### config.mk
export PLATFORM = sky130hd
export DESIGN_NAME = triangle_grid_vertex_generator_core
export DESIGN_NICKNAME = d
export VERILOG_FILES = /design/src/rtl/core/tgv_pkg.sv /design/src/rtl/core/triangle_grid_vertex_generator_core.sv
export SDC_FILE = /design/constraint.sdc
export NUM_CORES = 2
export LEC_CHECK = 0
export ABC_AREA = 1
export BUFFER_PORTS_ARGS = -buffer_cell sky130_fd_sc_hd__buf_2
export CAP_MARGIN = 20
export CELL_PAD_IN_SITES_DETAIL_PLACEMENT = 1
export CELL_PAD_IN_SITES_GLOBAL_PLACEMENT = 1
export CORE_AREA = 2 2 418 420
export CTS_CLUSTER_SIZE = 24
export DETAILED_ROUTE_END_ITERATION = 10
export DIE_AREA = 0 0 420 422
export GPL_ROUTABILITY_DRIVEN = 0
export PLACE_DENSITY = 0.44
export SLEW_MARGIN = 0
export SYNTH_ARGS = -nofsm -noshare
export SYNTH_HDL_FRONTEND = slang
export SYNTH_SLANG_ARGS = --single-unit
### constraint.sdc
create_clock -name clock -period 6.52 [get_ports clock]
set_input_delay 0.978 -clock clock [delete_from_list [all_inputs] [get_ports clock]]
set_output_delay 0.978 -clock clock [all_outputs]
set_load 0.05 [all_outputs]
### src/rtl/core/tgv_pkg.sv
// shared types and register indexes for the triangle grid vertex generator
package tgv_pkg;

   // configuration register indexes
   localparam logic [2:0] CSR_CORNER_TOP   = 3'd0;
   localparam logic [2:0] CSR_CORNER_LEFT  = 3'd1;
   localparam logic [2:0] CSR_CORNER_RIGHT = 3'd2;
   localparam logic [2:0] CSR_TEX_TOP      = 3'd3;
   localparam logic [2:0] CSR_TEX_RIGHT    = 3'd4;
   localparam logic [2:0] CSR_ROW_COUNT    = 3'd5;

   // sequencer states
   typedef enum logic [3:0] {
      ST_IDLE,
      ST_SUB1,
      ST_MUL1,
      ST_SUB2,
      ST_MUL2,
      ST_ABS,
      ST_DIV,
      ST_SIGN,
      ST_STORE,
      ST_OUTPUT
   } tgv_state_type;

   // quantity being worked on by the shared datapath
   typedef enum logic [2:0] {
      QTY_X,
      QTY_Y,
      QTY_Z,
      QTY_U,
      QTY_V
   } tgv_qty_type;

endpackage

### src/rtl/core/triangle_grid_vertex_generator_core.sv
// triangle grid vertex generator: one vertex of a tessellated triangle per request
//
// Each request on the req_ channel yields one vertex of a uniform grid that cuts the
// triangle held in the corner registers into row_count rows, walked from the apex
// downward and left to right within a row. A request with restart set (req_tdata[0])
// starts a new tile at the apex; the last vertex of a tile carries rsp_tlast, and the
// request after it starts a new tile. The five results (x, y, z, u, v) are worked
// out one after another by a single multiply-accumulate and a bit-serial restoring
// divider by the row count, the divider's one bit per cycle being the bulk of the
// work for a request. A finished vertex waits in an output register, so the next
// request is taken while the previous response is still pending. Configuration
// writes are meant for idle periods only.
module triangle_grid_vertex_generator_core
   import tgv_pkg::*;
#(
   parameter int MAX_ROWS   = 255,
   parameter int COORD_BITS = 21
) (
   input  logic         clock,
   input  logic         reset,
   // request channel
   input  logic         req_tvalid,
   output logic         req_tready,
   input  logic [7:0]   req_tdata,   // [0] restart
   // response channel
   output logic         rsp_tvalid,
   input  logic         rsp_tready,
   output logic [111:0] rsp_tdata,   // [20:0] pos_x, [41:21] pos_y, [62:42] pos_z,
                                     // [78:63] tex_u, [94:79] tex_v,
                                     // [110:95] vertex_number
   output logic         rsp_tlast,   // last_of_tile
   // configuration write port
   input  logic         csr_wr_en,
   input  logic [2:0]   csr_index,
   input  logic [62:0]  csr_wdata
);

   localparam int DIFF_W = (COORD_BITS + 1 > 17) ? COORD_BITS + 1 : 17;
   localparam int PROD_W = DIFF_W + 9;
   localparam int ACC_W  = DIFF_W + 10;
   localparam int CNT_W  = $clog2(ACC_W);

   // sign-extended coordinate of one packed axis field
   function automatic logic signed [DIFF_W-1:0] coord_field(input logic [62:0] word,
                                                            input int unsigned field);
      logic [COORD_BITS-1:0] raw;
      raw = word[field*COORD_BITS +: COORD_BITS];
      return DIFF_W'(signed'(raw));
   endfunction

   // configuration registers
   logic [62:0] corner_top_ff, corner_left_ff, corner_right_ff;
   logic [31:0] tex_top_ff, tex_right_ff;
   logic [7:0]  row_count_ff;

   // walk state
   logic [7:0]  row_now_ff, row_now_in;
   logic [7:0]  column_now_ff, column_now_in;
   logic [15:0] vertex_counter_ff, vertex_counter_in;

   // current item
   logic [7:0]  cur_i_ff, cur_i_in;
   logic [7:0]  cur_j_ff, cur_j_in;
   logic [15:0] cur_vnum_ff, cur_vnum_in;
   logic        cur_last_ff, cur_last_in;

   // sequencer and shared datapath
   tgv_state_type             state_ff, state_in;
   tgv_qty_type               sel_ff, sel_in;
   logic signed [DIFF_W-1:0]  diff_ff, diff_in;
   logic [7:0]                factor_ff, factor_in;
   logic signed [ACC_W-1:0]   work_ff, work_in;
   logic                      neg_ff, neg_in;
   logic [7:0]                rem_ff, rem_in;
   logic [CNT_W-1:0]          cnt_ff, cnt_in;

   // finished results and output register
   logic [20:0] res_x_ff, res_x_in, res_y_ff, res_y_in, res_z_ff, res_z_in;
   logic [15:0] res_u_ff, res_u_in, res_v_ff, res_v_in;
   logic [110:0] out_data_ff, out_data_in;
   logic         out_last_ff, out_last_in;
   logic         out_valid_ff, out_valid_in;

   // effective row count
   logic [7:0] n_eff;
   always_comb begin
      if (row_count_ff == 8'd0) begin
         n_eff = 8'd1;
      end else if (int'(row_count_ff) > MAX_ROWS) begin
         n_eff = 8'(MAX_ROWS);
      end else begin
         n_eff = row_count_ff;
      end
   end

   // handshake
   logic req_fire, out_free;
   assign req_tready = (state_ff == ST_IDLE);
   assign req_fire   = req_tvalid && req_tready;
   assign out_free   = !out_valid_ff || rsp_tready;
   assign rsp_tvalid = out_valid_ff;
   assign rsp_tdata  = {1'b0, out_data_ff};
   assign rsp_tlast  = out_last_ff;

   // start point and advance of the walk
   logic        wrap;
   logic [7:0]  start_i, start_j;
   logic [15:0] start_vnum;
   logic        start_last;
   logic [8:0]  col_next, row_next;
   always_comb begin
      wrap       = req_tdata[0] || (row_now_ff > n_eff) || (column_now_ff > row_now_ff);
      start_i    = wrap ? 8'd0 : row_now_ff;
      start_j    = wrap ? 8'd0 : column_now_ff;
      start_vnum = wrap ? 16'd0 : vertex_counter_ff;
      start_last = (start_i == n_eff) && (start_j == n_eff);
      col_next   = {1'b0, start_j} + 9'd1;
      row_next   = {1'b0, start_i};
      if (col_next > {1'b0, start_i}) begin
         col_next = 9'd0;
         row_next = {1'b0, start_i} + 9'd1;
      end
   end

   // operand selection for the current quantity
   logic signed [DIFF_W-1:0] top_c, left_c, right_c;
   logic signed [DIFF_W-1:0] u0_e, v0_e, u2_e, v2_e;
   logic signed [DIFF_W-1:0] hi1, lo1, hi2, lo2;
   logic [7:0]               fac1, fac2;
   logic signed [ACC_W-1:0]  base;
   always_comb begin
      u0_e = DIFF_W'({1'b0, tex_top_ff[31:16]});
      v0_e = DIFF_W'({1'b0, tex_top_ff[15:0]});
      u2_e = DIFF_W'({1'b0, tex_right_ff[31:16]});
      v2_e = DIFF_W'({1'b0, tex_right_ff[15:0]});
      case (sel_ff)
         QTY_X: begin
            top_c   = coord_field(corner_top_ff, 2);
            left_c  = coord_field(corner_left_ff, 2);
            right_c = coord_field(corner_right_ff, 2);
         end
         QTY_Y: begin
            top_c   = coord_field(corner_top_ff, 1);
            left_c  = coord_field(corner_left_ff, 1);
            right_c = coord_field(corner_right_ff, 1);
         end
         default: begin
            top_c   = coord_field(corner_top_ff, 0);
            left_c  = coord_field(corner_left_ff, 0);
            right_c = coord_field(corner_right_ff, 0);
         end
      endcase
      case (sel_ff)
         QTY_U: begin
            hi1  = u2_e;
            lo1  = u0_e;
            hi2  = '0;
            lo2  = '0;
            fac1 = cur_j_ff;
            fac2 = 8'd0;
            base = ACC_W'(u0_e);
         end
         QTY_V: begin
            hi1  = v2_e;
            lo1  = v0_e;
            hi2  = '0;
            lo2  = '0;
            fac1 = (cur_i_ff == 8'd0) ? 8'd0 : n_eff - cur_i_ff;
            fac2 = 8'd0;
            base = ACC_W'(v0_e);
         end
         default: begin
            hi1  = left_c;
            lo1  = top_c;
            hi2  = right_c;
            lo2  = left_c;
            fac1 = cur_i_ff;
            fac2 = cur_j_ff;
            base = ACC_W'(top_c);
         end
      endcase
   end

   // shared multiplier and divider step
   logic signed [PROD_W-1:0] prod;
   logic [8:0]               rem_sh;
   logic                     rem_ge;
   logic signed [ACC_W-1:0]  sum;
   assign prod   = PROD_W'(diff_ff) * PROD_W'($signed({1'b0, factor_ff}));
   assign rem_sh = {rem_ff, work_ff[ACC_W-1]};
   assign rem_ge = rem_sh >= {1'b0, n_eff};
   assign sum    = work_ff + base;

   // next state
   always_comb begin
      state_in = state_ff;
      case (state_ff)
         ST_IDLE:   if (req_fire) state_in = ST_SUB1;
         ST_SUB1:   state_in = ST_MUL1;
         ST_MUL1:   state_in = ST_SUB2;
         ST_SUB2:   state_in = ST_MUL2;
         ST_MUL2:   state_in = ST_ABS;
         ST_ABS:    state_in = ST_DIV;
         ST_DIV:    if (cnt_ff == '0) state_in = ST_SIGN;
         ST_SIGN:   state_in = ST_STORE;
         ST_STORE:  state_in = (sel_ff == QTY_V) ? ST_OUTPUT : ST_SUB1;
         ST_OUTPUT: if (out_free) state_in = ST_IDLE;
         default:   state_in = ST_IDLE;
      endcase
   end

   // datapath and output register updates
   always_comb begin
      row_now_in        = row_now_ff;
      column_now_in     = column_now_ff;
      vertex_counter_in = vertex_counter_ff;
      cur_i_in          = cur_i_ff;
      cur_j_in          = cur_j_ff;
      cur_vnum_in       = cur_vnum_ff;
      cur_last_in       = cur_last_ff;
      sel_in            = sel_ff;
      diff_in           = diff_ff;
      factor_in         = factor_ff;
      work_in           = work_ff;
      neg_in            = neg_ff;
      rem_in            = rem_ff;
      cnt_in            = cnt_ff;
      res_x_in          = res_x_ff;
      res_y_in          = res_y_ff;
      res_z_in          = res_z_ff;
      res_u_in          = res_u_ff;
      res_v_in          = res_v_ff;
      out_data_in       = out_data_ff;
      out_last_in       = out_last_ff;
      out_valid_in      = out_valid_ff && !rsp_tready;
      case (state_ff)
         ST_IDLE: begin
            if (req_fire) begin
               cur_i_in    = start_i;
               cur_j_in    = start_j;
               cur_vnum_in = start_vnum;
               cur_last_in = start_last;
               sel_in      = QTY_X;
               if (row_next > {1'b0, n_eff}) begin
                  row_now_in        = 8'd0;
                  column_now_in     = 8'd0;
                  vertex_counter_in = 16'd0;
               end else begin
                  row_now_in        = row_next[7:0];
                  column_now_in     = col_next[7:0];
                  vertex_counter_in = start_vnum + 16'd1;
               end
            end
         end
         ST_SUB1: begin
            diff_in   = hi1 - lo1;
            factor_in = fac1;
         end
         ST_MUL1: begin
            work_in = ACC_W'(prod);
         end
         ST_SUB2: begin
            diff_in   = hi2 - lo2;
            factor_in = fac2;
         end
         ST_MUL2: begin
            work_in = work_ff + ACC_W'(prod);
         end
         ST_ABS: begin
            neg_in  = work_ff[ACC_W-1];
            work_in = work_ff[ACC_W-1] ? -work_ff : work_ff;
            rem_in  = 8'd0;
            cnt_in  = CNT_W'(ACC_W - 1);
         end
         ST_DIV: begin
            rem_in  = rem_ge ? 8'(rem_sh - {1'b0, n_eff}) : rem_sh[7:0];
            work_in = {work_ff[ACC_W-2:0], rem_ge};
            cnt_in  = cnt_ff - CNT_W'(1);
         end
         ST_SIGN: begin
            // floor toward minus infinity for negative numerators
            if (neg_ff) begin
               work_in = -work_ff - ACC_W'(rem_ff != 8'd0);
            end
         end
         ST_STORE: begin
            case (sel_ff)
               QTY_X: begin
                  res_x_in = sum[20:0];
                  sel_in   = QTY_Y;
               end
               QTY_Y: begin
                  res_y_in = sum[20:0];
                  sel_in   = QTY_Z;
               end
               QTY_Z: begin
                  res_z_in = sum[20:0];
                  sel_in   = QTY_U;
               end
               QTY_U: begin
                  res_u_in = sum[15:0];
                  sel_in   = QTY_V;
               end
               default: begin
                  res_v_in = sum[15:0];
               end
            endcase
         end
         ST_OUTPUT: begin
            if (out_free) begin
               out_data_in  = {cur_vnum_ff, res_v_ff, res_u_ff, res_z_ff, res_y_ff, res_x_ff};
               out_last_in  = cur_last_ff;
               out_valid_in = 1'b1;
            end
         end
         default: begin
         end
      endcase
   end

   // configuration registers
   always_ff @(posedge clock) begin
      if (reset) begin
         corner_top_ff   <= '0;
         corner_left_ff  <= '0;
         corner_right_ff <= '0;
         tex_top_ff      <= '0;
         tex_right_ff    <= '0;
         row_count_ff    <= 8'd1;
      end else if (csr_wr_en) begin
         case (csr_index)
            CSR_CORNER_TOP:   corner_top_ff   <= csr_wdata;
            CSR_CORNER_LEFT:  corner_left_ff  <= csr_wdata;
            CSR_CORNER_RIGHT: corner_right_ff <= csr_wdata;
            CSR_TEX_TOP:      tex_top_ff      <= csr_wdata[31:0];
            CSR_TEX_RIGHT:    tex_right_ff    <= csr_wdata[31:0];
            CSR_ROW_COUNT:    row_count_ff    <= csr_wdata[7:0];
            default: begin
            end
         endcase
      end
   end

   // control registers
   always_ff @(posedge clock) begin
      if (reset) begin
         state_ff          <= ST_IDLE;
         row_now_ff        <= 8'd0;
         column_now_ff     <= 8'd0;
         vertex_counter_ff <= 16'd0;
         out_valid_ff      <= 1'b0;
      end else begin
         state_ff          <= state_in;
         row_now_ff        <= row_now_in;
         column_now_ff     <= column_now_in;
         vertex_counter_ff <= vertex_counter_in;
         out_valid_ff      <= out_valid_in;
      end
   end

   // payload registers
   always_ff @(posedge clock) begin
      cur_i_ff    <= cur_i_in;
      cur_j_ff    <= cur_j_in;
      cur_vnum_ff <= cur_vnum_in;
      cur_last_ff <= cur_last_in;
      sel_ff      <= sel_in;
      diff_ff     <= diff_in;
      factor_ff   <= factor_in;
      work_ff     <= work_in;
      neg_ff      <= neg_in;
      rem_ff      <= rem_in;
      cnt_ff      <= cnt_in;
      res_x_ff    <= res_x_in;
      res_y_ff    <= res_y_in;
      res_z_ff    <= res_z_in;
      res_u_ff    <= res_u_in;
      res_v_ff    <= res_v_in;
      out_data_ff <= out_data_in;
      out_last_ff <= out_last_in;
   end

   // the walk never points past the diagonal of its row
   a_col_within_row: assert property (@(posedge clock) disable iff (reset)
      column_now_ff <= row_now_ff)
      else $error("column index beyond row index");

   // the last vertex of a tile sends the walk back to the apex
   a_last_wraps: assert property (@(posedge clock) disable iff (reset)
      req_fire && start_last |=> row_now_ff == 8'd0 && column_now_ff == 8'd0
                                 && vertex_counter_ff == 16'd0)
      else $error("walk not reset after last vertex");

   // the partial remainder stays below the divisor during the divide
   a_rem_below_n: assert property (@(posedge clock) disable iff (reset)
      state_ff == ST_DIV |-> rem_ff < n_eff)
      else $error("divider remainder out of range");

   // a finished vertex always lands in the output register
   a_output_loaded: assert property (@(posedge clock) disable iff (reset)
      state_ff == ST_OUTPUT && state_in == ST_IDLE |=> out_valid_ff)
      else $error("finished vertex not presented");

endmodule

==> key figures <==
Timing
  • Worst-Margin Slew: 1.19 ns
  • Clock skew: 0.0676 ns
  • Final hold slack: 0.379 ns
  • Tcrit/Tclk final: 0.958
  • Final hold violations: 0
  • Fin worst setup slack: 0.272 ns
  • Rel. slew slack: 0.205
  • Fmax: 160 MHz
  • # setup viols final: 0
  • Crit path time final: 6.25 ns
  • Unrepaired setup endpoints after global routing: true
  • Slew Viols, Final: 0

Placement
  • Worst slack, placed: -0.141 ns
  • Detailed Place HPWL: 111000 µm
  • Port bufs: 185

Logic synthesis
  • Cell area after synthesis: 0.0395 mm²
  • Sequential share of the synthesized area: 0.394
  • Top_reg_cell synth: edfxtp_1
  • Post-Syn Instances: 4897
  • Mux contribution to synthesized area: 0.000507
  • Count leader, synth: nand2_1
  • Adder-Cell Fraction of Synth Area: 0.158
  • YS warnings: 0
  • Synth cell count leaders: nand2_1 (818), inv_1 (732), nor2_1 (608)
  • Largest family of logic cells by synthesized area: simple AND/OR/NAND/NOR gates
  • Synth Area in XOR/XNOR: 0.0251
  • Syn Nets: 5387
  • Synth Register Bits: 617
  • EDFF count, synth: 319
  • Unique masters post-synth: 68
  • Async S/R FF share, synth: 0
  • Post-synthesis simple-gate area fraction: 0.190
  • Yosys top cell area share: 0.243
  • Top cell type by total area after synthesis: edfxtp_1
  • Compound-Gate Fraction of Synth Area: 0.140
  • Synth area leaders: edfxtp_1 (24%), dfxtp_1 (15%), ha_1 (8.5%), nand2_1 (7.8%), fa_1 (7.3%)
  • Avg Inst Size Synth: 8.06 µm²

Clock tree
  • Clock-pin slew on the worst setup and hold paths: 0.06 ns
  • CTS buffer count: 79
  • Clock insertion delay at the later pin of the skew report: 0.72 ns
  • Root buffer cell: clkbuf_16
  • CTS sink count: 617
  • TritonCTS clock tree: yes
  • Clock tree buffer depth: 3
  • Post-CTS Hold Buffers: 0
  • H-tree depth: 3

Layout
  • Filler Cell Count: 20500
  • Area growth syn-to-layout: 22.3%
  • Net count reported at finish: 5754
  • Ratio of cells with drive above 1 in the final layout: 0.154

GRT
  • GRT met2 Usage: 0.277
  • Total gr overflow: 0
  • First-pass GRT wire length: 222000 µm
  • GR Util met1: 0.221
  • Total track usage: 0.165
  • Initial antenna violation count: 20
  • Grt peak-use layer: met2
  • Pin count of the biggest net entering global routing: 195
  • Via count of the first global-routing pass: 35300
  • Met3 usage: 0.0214

Die
  • Full die area: 0.177 mm²
  • Die X: 420 µm
  • Num ports: 194
  • Initial core utilization: 0.228
  • Die Y: 422 µm
  • Core ar.: 0.173 mm²
  • FP Rows: 153

Route
  • Drt wl/cell: 19.2 µm
  • DRC Markers: 0
  • Routed via count: 33700
  • Final ANT Viol Nets: 0
  • DRT iter0 DRCs: 1448
  • Drt pass-1 iters: 5
  • Vias per cell: 4.40
  • DRT Wirelength: 147000 µm

Worst hold path
  • Min-delay worst type: flop to flop

Critical path
  • WS Path Type: flop to flop
  • CP max FO: 8
  • WP data required: 6.92 ns
  • Critical path data arrival time: 6.65 ns
  • CP startpoint kind: flop
  • Nature of the critical path endpoint: flop

Outcome
  • Outcome: complete, no violations

Job
  • Max-cap violations: 0
## sequential cells by signal, summed over array words and instances, names as in the netlist, 21 cells and up
signal	count
corner_right_ff	63
res_x_ff	21
res_y_ff	21
out_data_ff	111
res_z_ff	21
tex_top_ff	32
tex_right_ff	32
corner_top_ff	63
work_ff	32
diff_ff	22
corner_left_ff	63
## worst max-delay path, cell delays in order (launching register included)
cell and delay (ns):
edfxtp_1 0.52, buf_6 0.20, buf_4 0.16, nand2_1 0.06, inv_1 0.05, fa_1 0.51
fa_1 0.56, inv_1 0.05, fa_1 0.47, inv_1 0.05, fa_1 0.44, ha_1 0.30
buf_4 0.14, buf_4 0.15, nand2_1 0.08, inv_1 0.07, a21oi_2 0.18, o21ai_2 0.10
buf_4 0.15, a21oi_2 0.16, xor2_2 0.21, ha_1 0.29, a21oi_1 0.23, o21ai_0 0.12
a21o_1 0.20, or2_2 0.27, a21oi_1 0.14, a21oi_1 0.07
## area by class of cell
class / count / area (µm²) / share of cell area
timing repair buffer: 482 / 3240 / 0.0671
multi-input combinational: 3320 / 21000 / 0.436
clock buffer: 101 / 2120 / 0.0440
antenna: 4 / 10.0 / 0.000208
sequential: 617 / 15500 / 0.322
tap: 2325 / 2910 / 0.0603
inverter: 764 / 2880 / 0.0596
clock inverter: 38 / 490 / 0.0102
## through the flow
step / area [µm²] / util / cells / TNS [ns]
CTS: 47300 / 0.274 / 7620 / 0
global route: 48200 / 0.279 / 7647 / -0.191
floorplan: 39500 / - / 4897 / 0
finish: 48200 / 0.279 / 7651 / 0
detailed placement: 44700 / 0.258 / 7478 / -0.644
global placement: 44600 / 0.258 / 7476 / -0.246
## cells by family after synthesis
| kind of cell | count (synthesis) |
|---|---|
| adders and majority gates | 411 |
| AOI/OAI and AO/OA | 1018 |
| xor gates and xnor gates | 113 |
| other | 1 |
| and+or+nand+nor | 1775 |
| DFF | 617 |
| muxes | 2 |
| buffers and inverters | 960 |
## routing by layer
layer	wire length, µm	up-vias	share of wire
met5	44	-	0.00030
met4	3300	6	0.022
met3	4100	136	0.028
met2	69700	352	0.47
met1	69800	16400	0.47
li1	-	16800	-
## path summary, 6_finish.rpt
kind / from / to / slack (ns) / cells past startpoint
setup / recovery: factor_ff[3] / work_ff[25] / 0.27 / 27
hold / removal: res_x_ff[13] / out_data_ff[13] / 0.38 / 0
setup reg to reg: factor_ff[3] / work_ff[25] / 0.27 / 27
hold reg to reg: res_x_ff[13] / out_data_ff[13] / 0.38 / 0
## cell usage in the layout, fill, tap and decap left out, types with 14 or more instances in the layout
| cell type | n |
|---|---|
| o21ai_0 | 436 |
| nor2_4 | 15 |
| a21oi_1 | 328 |
| dfxtp_1 | 297 |
| edfxtp_1 | 319 |
| xor2_1 | 68 |
| buf_4 | 279 |
| nor2_2 | 28 |
| nand3_1 | 144 |
| clkinv_1 | 23 |
| fa_1 | 139 |
| nor3_1 | 16 |
| inv_2 | 20 |
| ha_1 | 250 |
| clkbuf_16 | 80 |
| a21oi_2 | 27 |
| buf_2 | 186 |
| buf_6 | 14 |
| nand2_1 | 805 |
| xnor2_1 | 33 |
| ha_4 | 16 |
| nor2_1 | 590 |
| or2_2 | 29 |
| nand4_1 | 68 |
| o21bai_1 | 15 |
| o22ai_1 | 27 |
| clkbuf_1 | 17 |
| inv_1 | 726 |
| nand2_2 | 20 |
| a31oi_1 | 60 |
| o21ai_1 | 25 |
## what timing repair did
action / in CTS / in global routing
gates resized for setup: 11 / 140
setup endpoints to repair: 9 / 48
cloned: 0 / 1
hold endpoints to repair: 0 / 0
setup buffers: 3 / 25
pin swaps: 3 / 62
Power is not shown: default switching activity piles up to over one toggle a cycle in this logic, so the estimate is an artifact.
